### src/rtl/core/ddwk_pkg.sv
// Shared widths, reset values, codes and divider handshake types for the
// differential drive wheel kinematics block. No dependencies.
package ddwk_pkg;

  // Field and register widths.
  localparam int SPD_W  = 32;
  localparam int POS_W  = 48;
  localparam int DT_W   = 24;
  localparam int SEP_W  = 32;
  localparam int RAD_W  = 32;
  localparam int MAX_W  = 31;
  localparam int ADDR_W = 4;
  localparam int DATA_W = 32;

  // Register values after reset.
  localparam logic [SEP_W-1:0] SEP_RESET    = 32'd19661;
  localparam logic [RAD_W-1:0] RADIUS_RESET = 32'd3277;
  localparam logic [MAX_W-1:0] MAX_RESET    = 31'd655360;

  // Register indexes on the configuration port (byte address is 4 times the index).
  localparam logic [1:0] REG_SEP    = 2'd0;
  localparam logic [1:0] REG_RADIUS = 2'd1;
  localparam logic [1:0] REG_MAX    = 2'd2;

  // Request kinds.
  typedef enum logic {OP_VELOCITY = 1'b0, OP_TICK = 1'b1} opcode_t;

  // Divider datapath width and iteration counter width.
  localparam int DIV_W     = 64;
  localparam int DIV_CNT_W = 7;

  // Quotient bits produced by the speed division and the limit scaling.
  localparam logic [DIV_CNT_W-1:0] DIV_BITS_SPEED = 7'd64;
  localparam logic [DIV_CNT_W-1:0] DIV_BITS_LIMIT = 7'd31;

  // Request from the sequencer to the divider.
  typedef struct packed {
    logic                 start;
    logic [DIV_CNT_W-1:0] nbits;
  } div_ctrl_t;

  // Divider status back to the sequencer.
  typedef struct packed {
    logic busy;
    logic done;
  } div_stat_t;

endpackage

### src/rtl/core/ddwk_div.sv
// Restoring divider, one quotient bit per cycle, with a preloaded
// partial remainder. Depends on ddwk_pkg.
module ddwk_div (
  input  logic                         clk,
  input  logic                         rst_n,
  input  ddwk_pkg::div_ctrl_t          ctrl,
  input  logic [ddwk_pkg::DIV_W-1:0]   rem_init,
  input  logic [ddwk_pkg::DIV_W-1:0]   dividend,
  input  logic [ddwk_pkg::DIV_W-1:0]   divisor,
  output ddwk_pkg::div_stat_t          stat,
  output logic [ddwk_pkg::DIV_W-1:0]   quotient
);
  import ddwk_pkg::*;

  logic                 busy_r;
  logic                 done_r;
  logic [DIV_CNT_W-1:0] cnt_r;
  logic [DIV_W-1:0]     rem_r;
  logic [DIV_W-1:0]     sh_r;
  logic [DIV_W-1:0]     q_r;
  logic [DIV_W-1:0]     d_r;

  logic [DIV_W:0]       shifted;
  logic [DIV_W+1:0]     trial;
  logic                 ge;
  logic [DIV_W-1:0]     rem_nxt;

  // One trial subtraction of the divisor from the shifted remainder.
  always_comb begin
    shifted = {rem_r, sh_r[DIV_W-1]};
    trial   = {1'b0, shifted} - {2'b00, d_r};
    ge      = ~trial[DIV_W+1];
    rem_nxt = ge ? trial[DIV_W-1:0] : shifted[DIV_W-1:0];
  end

  // Iteration registers.
  always_ff @(posedge clk) begin
    if (!rst_n) begin
      busy_r <= 1'b0;
      done_r <= 1'b0;
      cnt_r  <= '0;
    end else begin
      done_r <= 1'b0;
      if (ctrl.start) begin
        busy_r <= 1'b1;
        cnt_r  <= ctrl.nbits;
        rem_r  <= rem_init;
        sh_r   <= dividend;
        d_r    <= divisor;
        q_r    <= '0;
      end else if (busy_r) begin
        rem_r <= rem_nxt;
        sh_r  <= {sh_r[DIV_W-2:0], 1'b0};
        q_r   <= {q_r[DIV_W-2:0], ge};
        cnt_r <= cnt_r - DIV_CNT_W'(1);
        if (cnt_r == DIV_CNT_W'(1)) begin
          busy_r <= 1'b0;
          done_r <= 1'b1;
        end
      end
    end
  end

  assign stat.busy = busy_r;
  assign stat.done = done_r;
  assign quotient  = q_r;

`ifndef NO_ASSERTIONS
  // A started division is in progress on the next cycle.
  a_start_busy: assert property (@(posedge clk) disable iff (!rst_n)
    ctrl.start |=> stat.busy)
    else $error("divider did not start");

  // Completion is reported only after the iterations have stopped.
  a_done_idle: assert property (@(posedge clk) disable iff (!rst_n)
    stat.done |-> !stat.busy)
    else $error("divider done while busy");

  // While busy there are iterations left.
  a_busy_cnt: assert property (@(posedge clk) disable iff (!rst_n)
    stat.busy |-> cnt_r != '0)
    else $error("divider busy with empty count");
`endif

endmodule
### config.mk
export PLATFORM = sky130hd
export DESIGN_NAME = ddwk_div
export DESIGN_NICKNAME = d
export VERILOG_FILES = /design/src/rtl/core/ddwk_pkg.sv /design/src/rtl/core/ddwk_div.sv
export SDC_FILE = /design/constraint.sdc
export NUM_CORES = 1
export LEC_CHECK = 0
export BUFFER_PORTS_ARGS = -buffer_cell sky130_fd_sc_hd__buf_2
export CAP_MARGIN = 0
export CORE_MARGIN = 2
export CORE_UTILIZATION = 61
export DETAILED_ROUTE_END_ITERATION = 10
export PLACE_DENSITY = 0.84
export RECOVER_POWER = 100
export SYNTH_ARGS = -nofsm -noshare
export SYNTH_HDL_FRONTEND = slang
export SYNTH_SLANG_ARGS = --single-unit
### constraint.sdc
create_clock -name clk -period 16.1 [get_ports clk]
set_input_delay 1.61 -clock clk [delete_from_list [all_inputs] [get_ports clk]]
set_output_delay 1.61 -clock clk [all_outputs]
set_load 0.01 [all_outputs]
==> results.toml, run 1 <==
[status]
status = "complete, but fails checks"
violations = "max-capacitance violations, max-slew violations"

[floorplanning]
initial_utilization = 0.621
row_count = 57
core_um2 = 24200
die_h_um = 161
io_pins = 268
dieArea_um2 = 26000
die_x_um = 161

[clock_tree]
cts_buffer_depth = 3
clkTransAtPathRegs_ns = 0.06
cts_setup_buffers = 0
cts_buffers = 28
cts_tree = "built"
cts_resized = 0
cts-htree-levels = 1
root_buffer = "clkbuf_16"
cts_sinks = 265
clk_latency_ns = 0.54
cts_hold_buffers = 0

[detailed_routing]
drtAntennaViolNets = 0
drt_pass1_iterations = 5
vias_per_cell = 5.80
avgRoutedWirePerCell_um = 18.7
drt_iter0_drc = 815
drc_errors = 0
wl_mm = 35.1
vias = 10900

[timing]
tns_ns = 0
skew_ns = 0.0192
maxSlewHeadroom = -1.94
worstMarginPinSlew_ns = 4.41
setup_violations = 0
max_freq_mhz = 120
min_period_ns = 8.34
fin_crit_sh = 0.518
rsz0062_at_grt = "no"
hold_viol_final = 0
final_max_slew_viol_count = 353

[setup_path]
critPathBufInv = 3
critPathArrivalTime_ns = 8.49
crit_required_ns = 16.25
worst_setup_path_start_kind = "primary input"
critPathCaptureType = "register"
crit_slowest_cell = "clkbuf_1"
cp_common_cell = "buf_4"
cp_top_family = "buffers and inverters"
crit_type = "primary input to register"
slowest_delay_ns = 3.03
cp_max_fo = 103
crit_chain = "clkbuf_1, o21a_1, buf_4, buf_4"

[yosys]
synth_mux_area_frac = 0.110
synthSimpleGateAreaFrac = 0.112
synth-async-reset-ratio = 0
yosys.area_share.adder = 0.0562
yosys_register_bits = 265
yosys_most_used_dff = "edfxtp_1"
synth_nets = 1554
synth_top_area_cell = "edfxtp_1"
yosysWarningCount = 0
seq_area_frac_synth = 0.522
synth.distinct_cells = 69
netlist_instances = 1285
synth_compound_area_frac = 0.121
mappedNetlistArea_um2 = 15100
synth_top_family_by_area = "compound AO/OA/AOI/OAI gates"
yosys.area.top_type_share = 0.510
synth_edf_count = 256
synth_area_leaders = "edfxtp_1 51%, mux2_2 7.6%, ha_1 5.5%, nor2b_1 3.4%, a21oi_1 3.3%"
yosys.area_share.xor_xnor = 0.0366
avgSynthCellArea_um2 = 11.7

[power]
p_leak_nw = 6.98
irDropWorstVdd_uv = 85.9
p_total_mw = 2.08
p_per_area_nw_per_um2 = 120

[placed_design]
placedCellCount = 1819
io_buffers = 267
place_congestion = 0.936
dpl.hpwl_mm = 25.2

[layout]
syn_to_final_growth_pct = 15.6
nNetsFinal = 1794
post-route-util = 0.718
final_common_cell = "edfxtp_1"
final_cell_mix = "256 x edfxtp_1, 196 x buf_2, 101 x mux2_2, 98 x a21oi_1, 90 x inv_1"
drive_above_1_share = 0.253
final_cell_count_no_fill = 1875

[global_routing]
grt_pass1_wl_mm = 55.7
grt_usage = 0.268
grt_pass1_vias = 11100
grt_overflow_total = 0
grt_max_degree = 104
antenna_found_initial = 10

[worst_hold_path]
hold_class = "register to register"

[flow_run]
cap_violations = 6
final timing paths:
path	start	to	slack, ns	cells after the start
hold reg to reg	sh_r[37]	sh_r[38]	0.54	1
hold / removal	sh_r[37]	sh_r[38]	0.54	1
setup / recovery	ctrl[7]	sh_r[26]	7.76	4
setup reg to reg	busy_r	sh_r[26]	11.72	3
cells by family (layout without fill, tap and decap cells):
logic type	Yosys count	in the layout
AND/OR/NAND/NOR	322	322
other	0	6
AO/OA/AOI/OAI	278	278
buffers and inverters	153	413
flip-flops	265	265
XOR/XNOR	63	63
multiplexers	137	137
adder cells (fa/ha/maj)	67	67
layout make-up:
type / instances / area, um2
tap: 324 / 405
timing repair buffer: 273 / 1280
clock buffer: 35 / 748
clock inverter: 15 / 205
inverter: 90 / 338
multi-input combinational: 867 / 6550
fill: 1776 / 6840
antenna: 6 / 15.0
sequential: 265 / 7870
metrics by stage:
step,hold WS [ns],worst slack [ns],instance area [um2]
finish,0.544,7.76,17400
global route,0.555,7.14,17400
CTS,0.545,11.59,17500
detailed placement,0.534,10.99,16600
global placement,0.528,11.10,16600
floorplan,0.498,9.14,15100
metal layers:
metal,global-route usage,vias to the layer above,routed length (um)
li1,-,5213,-
met1,0.336,5209,14300
met2,0.450,374,16900
met3,0.0747,73,2880
met4,0.0909,8,1010
met5,0,-,59
report_power, final:
group | internal (mW) | leakage (nW) | switching [mW]
sequential | 0.832 | 2.52 | 0.0260
clock | 0.408 | 0.462 | 0.263
combinational | 0.256 | 3.99 | 0.296
total | 1.50 | 6.98 | 0.585
synth_stat cells (30+ instances only):
| master | number |
|---|---|
| a21oi_1 | 98 |
| clkbuf_1 | 49 |
| mux2_4 | 30 |
| o21ai_0 | 45 |
| mux2_2 | 102 |
| inv_1 | 89 |
| edfxtp_1 | 256 |
| ha_1 | 66 |
| nor2b_1 | 81 |
| nor2_1 | 44 |
| xnor2_1 | 46 |
| nand2_1 | 83 |
sequential cells by signal, indices dropped and copies added, names as in the netlist:
signal and flops:
busy_r 1, cnt_r 7, d_r 64, done_r 1, quotient 64, rem_r 64
sh_r 64
(Power assumes the default switching activity.)
==> inputs of run 2 (changes only) <==
CORE_UTILIZATION = 57   (was 61)
PLACE_DENSITY = 0.79   (was 0.84)
clock period = 7.75 ns   (was 16.1 ns; I/O delays follow)
==> results.toml, run 2 (same netlist as run 1, synthesis figures left out) <==
[flow_run]
cap_violations = 4

[power]
p_per_area_nw_per_um2 = 244
p_sw_frac = 0.293
comb_power_share = 0.254
power_frac_clock = 0.323
irDropWorstVdd_uv = 236
seqPwrFrac = 0.424
switchingPower_mw = 1.23
p_int_mw = 2.98
p_leak_nw = 6.83

[setup_path]
rr_endpoint = "rem_r[58]"
reg2reg_depth = 12
crit_slowest_cell = "o21ai_0"
slowest_delay_ns = 0.94
reg2reg_slack_ns = 2.63
cp_top_family = "compound AO/OA/AOI/OAI gates"
cp_common_cell = "o21ai_0"
crit_chain = "ha_1, o211ai_1, a21oi_1, o21ai_0, o21a_2, o311ai_0, a21oi_2, o21ai_0, and2_4, nand2b_1, inv_1, a221oi_1"
crit_type = "register to register"
reg2reg_from = "rem_r[1]"
critPathArrivalTime_ns = 5.41
cp.depth = 12
critPathCaptureType = "register"
critPathBufInv = 1
cp_max_fo = 60
worst_setup_path_start_kind = "register"
crit_required_ns = 8.03

[timing]
hold_viol_final = 0
rsz0062_at_grt = "no"
max_freq_mhz = 195
min_period_ns = 5.12
skew_ns = 0.0108
fin_crit_sh = 0.661
maxSlewHeadroom = -1.20
final_max_slew_viol_count = 211
worstMarginPinSlew_ns = 3.30
tns_ns = 0
setup_violations = 0
fin_ws_ns = 2.63

[layout]
final_cell_count_no_fill = 1888
final_cell_mix = "256 x edfxtp_1, 197 x buf_2, 100 x mux2_2, 99 x a21oi_1, 90 x inv_1"
nNetsFinal = 1793
final_common_cell = "edfxtp_1"
drive_above_1_share = 0.231
fin_area_um2 = 17300
syn_to_final_growth_pct = 14.6

[clock_tree]
cts_setup_buffers = 0
root_buffer = "clkbuf_16"
cts_buffer_depth = 3
cts_sinks = 265
cts_hold_buffers = 0
cts_tree = "built"
clkTransAtPathRegs_ns = 0.06
cts_buffers = 29
cts_resized = 0
clk_latency_ns = 0.57
cts-htree-levels = 1

[placed_design]
pre_cts_slack_ns = 3.72
place_congestion = 0.914
io_buffers = 267
dpl-instance-area_um2 = 16600
dpl.hpwl_mm = 25.2
placedCellCount = 1828

[floorplanning]
die_h_um = 167
core_um2 = 26000
initial_utilization = 0.580
row_count = 59
die_x_um = 167
io_pins = 268
dieArea_um2 = 27700

[detailed_routing]
vias_per_cell = 5.70
drt_pass1_iterations = 5
wl_mm = 35.4
drtAntennaViolNets = 0
drt_iter0_drc = 745
vias = 10800
drc_errors = 0
avgRoutedWirePerCell_um = 18.8

[worst_hold_path]
hold_depth = 1
min_from = "divisor[1]"
hold_class = "primary input to register"
whs_endpoint = "d_r[1]"

[status]
violations = "max-capacitance violations, max-slew violations"
status = "complete, but fails checks"

[global_routing]
grt_pass1_wl_mm = 56.5
grt_overflow_total = 0
antenna_found_initial = 11
grt_usage = 0.251
grt_max_degree = 126
grt_pass1_vias = 10800
## run 2: cell count changes in the layout (fill, tap and decap cells not counted), moves of 3 or more
cell,previous run,this run
clkinv_2,3,6
mux2_4,30,0
clkbuf_1,80,76
mux2_1,3,34
clkinv_1,4,8
## run 2: area by class of cell
cell class	count	area, um2
Fill cell	2097	8730
Tap cell	335	419
Clock inverter	18	170
Clock buffer	34	744
Timing Repair Buffer	271	1290
Inverter	90	338
Multi-Input combinational cell	867	6410
Sequential cell	265	7870
Antenna cell	8	20.0
## run 2: per-layer routing
layer | wire, um | vias to the layer above | part of all wire | track usage
li1 | - | 5206 | - | -
met1 | 14800 | 5128 | 0.42 | 0.323
met2 | 16400 | 339 | 0.46 | 0.409
met3 | 2900 | 75 | 0.082 | 0.0730
met4 | 1260 | 8 | 0.036 | 0.0855
met5 | 46 | - | 0.0013 | 0
## run 2: power by group through the flow
| stage | clock network [mW] | registers [mW] | logic [mW] |
|---|---|---|---|
| 2_1_floorplan | 0 | 1.81 | 0.880 |
| 3_3_place_gp | 0 | 1.80 | 1.11 |
| 5_1_grt | 1.43 | 1.79 | 1.19 |
| 4_1_cts | 1.38 | 1.78 | 1.15 |
| 3_5_place_dp | 0 | 1.81 | 1.14 |
| 6_report | 1.36 | 1.78 | 1.07 |
## run 2: worst reg2reg max path, delay by kind of cell, from the launching register on
kind | cells | cell delay, ns
buffers and inverters | 1 | 0.35
DFF | 1 | 0.40
AOI/OAI and AO/OA | 8 | 2.57
adders and majority gates | 1 | 0.38
and+or+nand+nor | 2 | 1.14
## run 2: through the flow
step | hold slack, ns | power (mW) | util
finish | 0.378 | 4.21 | 0.664
global route | 0.360 | 4.41 | 0.664
CTS | 0.351 | 4.31 | 0.673
detailed placement | 0.533 | 2.95 | 0.638
global placement | 0.529 | 2.91 | 0.638
floorplan | 0.498 | 2.69 | -
## run 2: how the worst max path moves through the flow
| stage | start | endpoint |
|---|---|---|
| finish | rem_r[1] | rem_r[58] |
| global route | rem_r[3] | rem_r[58] |
| CTS | rem_r[1] | rem_r[3] |
| detailed placement | rem_r[2] | rem_r[3] |
| global placement | rem_r[5] | rem_r[3] |
| floorplan | ctrl[7] | quotient[0] |
==> inputs of run 3 (changes only) <==
CORE_UTILIZATION = 51   (was 57)
PLACE_DENSITY = 0.75   (was 0.79)
clock period = 4.1 ns   (was 7.75 ns; I/O delays follow)
==> results.toml, run 3 (same netlist as run 1, synthesis figures left out) <==
[global_routing]
grt_max_degree = 125
grt_pass1_vias = 11100
grt_usage = 0.232
antenna_found_initial = 14
grt_overflow_total = 0
grt_pass1_wl_mm = 56.8

[layout]
final_cell_mix = "256 x edfxtp_1, 196 x buf_2, 101 x mux2_2, 98 x a21oi_1, 89 x inv_1"
multi_input_area_um2 = 6440
syn_to_final_growth_pct = 17.6
fin_area_um2 = 17700
final_common_cell = "edfxtp_1"
drive_above_1_share = 0.242
fillCellCount = 2422
nNetsFinal = 1822
regArea_um2 = 7870

[clock_tree]
cts_buffer_depth = 3
cts_buffers = 29
clk_latency_ns = 0.57
cts-htree-levels = 1
clkTransAtPathRegs_ns = 0.06
root_buffer = "clkbuf_16"
cts_sinks = 265
cts_tree = "built"
cts_resized = 0

[placed_design]
dpl-instance-area_um2 = 16800
place_congestion = 0.945
io_buffers = 267
dpl.hpwl_mm = 26.4

[timing]
setup_violations = 0
max_freq_mhz = 264
fin_crit_sh = 0.923
worstMarginPinSlew_ns = 2.76
min_period_ns = 3.78
tns_ns = 0
rsz0062_at_grt = "no"
maxSlewHeadroom = -0.837
final_max_slew_viol_count = 124
hold_viol_final = 0
skew_ns = 0.0123

[detailed_routing]
drc_errors = 0
avgRoutedWirePerCell_um = 18.6
vias_per_cell = 5.56
drtAntennaViolNets = 0
drt_iter0_drc = 753
drt_pass1_iterations = 7
vias = 10900
wl_mm = 36.5

[power]
irDropWorstVdd_uv = 406
p_per_area_nw_per_um2 = 461
p_leak_nw = 7.00
p_total_mw = 8.17

[floorplanning]
io_pins = 268
row_count = 62
dieArea_um2 = 30900
initial_utilization = 0.522
die_x_um = 176
die_h_um = 176
core_um2 = 28900

[setup_path]
crit_chain = "ha_1, o211ai_1, a21oi_2, o21ai_1, o21a_1, o311ai_4, a21oi_2, o21ai_4, and2_4, buf_12, mux2_1, mux2_2"
reg2reg_depth = 12
cp_max_fo = 25
critPathCaptureType = "register"
cp_common_cell = "a21oi_2"
critPathArrivalTime_ns = 4.09
crit_type = "register to register"
worst_setup_path_start_kind = "register"
slowest_delay_ns = 0.49
crit_required_ns = 4.41
crit_slowest_cell = "and2_4"

[status]
violations = "max-capacitance violations, max-slew violations"
status = "complete, but fails checks"

[flow_run]
cap_violations = 1

[worst_hold_path]
hold_class = "primary input to register"
hold_depth = 1
## run 3: cell count changes in the layout (fill, tap and decap cells not counted), sizes merged
cell,before,now
bufinv,3,4
diode,8,5
clkinv,14,11
clkbuf,106,111
buf,199,202
dlygate4sd3,0,19
clkinvlp,0,5
inv,91,92
## run 3: worst max-delay path: cells and delay by family, from the launching register on
family                     cells  cell delay (ns)
and+or+nand+nor                1             0.49
AOI/OAI and AO/OA              7             1.44
buffers and inverters          1             0.23
DFF                            1             0.38
muxes                          2             0.60
adders and majority gates      1             0.37
## run 3: metal layers
layer  global-route usage  vias up  share of wire
met2                0.387      417           0.47
li1                     -     5269              -
met1                0.289     5150           0.41
met4               0.0751       12          0.032
met5                    0        -         0.0019
met3               0.0684       87          0.089
## run 3: per-stage QoR
step	instances	hold slack, ns	utilization	setup slack [ns]
2_1_floorplan	1285	0.498	-	0.321
3_3_place_gp	1887	0.528	0.582	0.396
3_5_place_dp	1887	0.537	0.582	0.288
4_1_cts	1960	0.000183	0.622	0.264
5_1_grt	1962	0.00709	0.614	0.0328
6_report	1965	0.0196	0.614	0.317
## run 3: final cells by class
cell class	count	area share
Timing Repair Buffer	300	0.0897
Inverter	90	0.0191
Clock buffer	32	0.0416
Antenna cell	5	0.000706
Clock inverter	22	0.0141
Tap cell	384	0.0271
Sequential cell	265	0.444
Multi-Input combinational cell	867	0.364
## run 3: path summary, 6_finish.rpt
check / slack [ns] / startpoint / endpoint
worst max-delay path: 0.32 / rem_r[3] / rem_r[30]
worst min-delay path: 0.02 / divisor[37] / d_r[37]
worst max register to register: 0.32 / rem_r[3] / rem_r[30]
worst min register to register: 0.55 / sh_r[45] / sh_r[46]
## run 3: power by group
part	leakage [nW]	internal, mW	switching, mW
Combinational	4.01	0.926	1.17
Sequential	2.52	3.26	0.0988
Clock	0.471	1.57	1.15
Total	7.00	5.75	2.42
## run 3: timing repair
action,4_1_cts,5_1_grt
buffers inserted,0,0
endpoints found under the setup margin,0,0
hold buffers,19,0
endpoints found under the hold margin,19,0
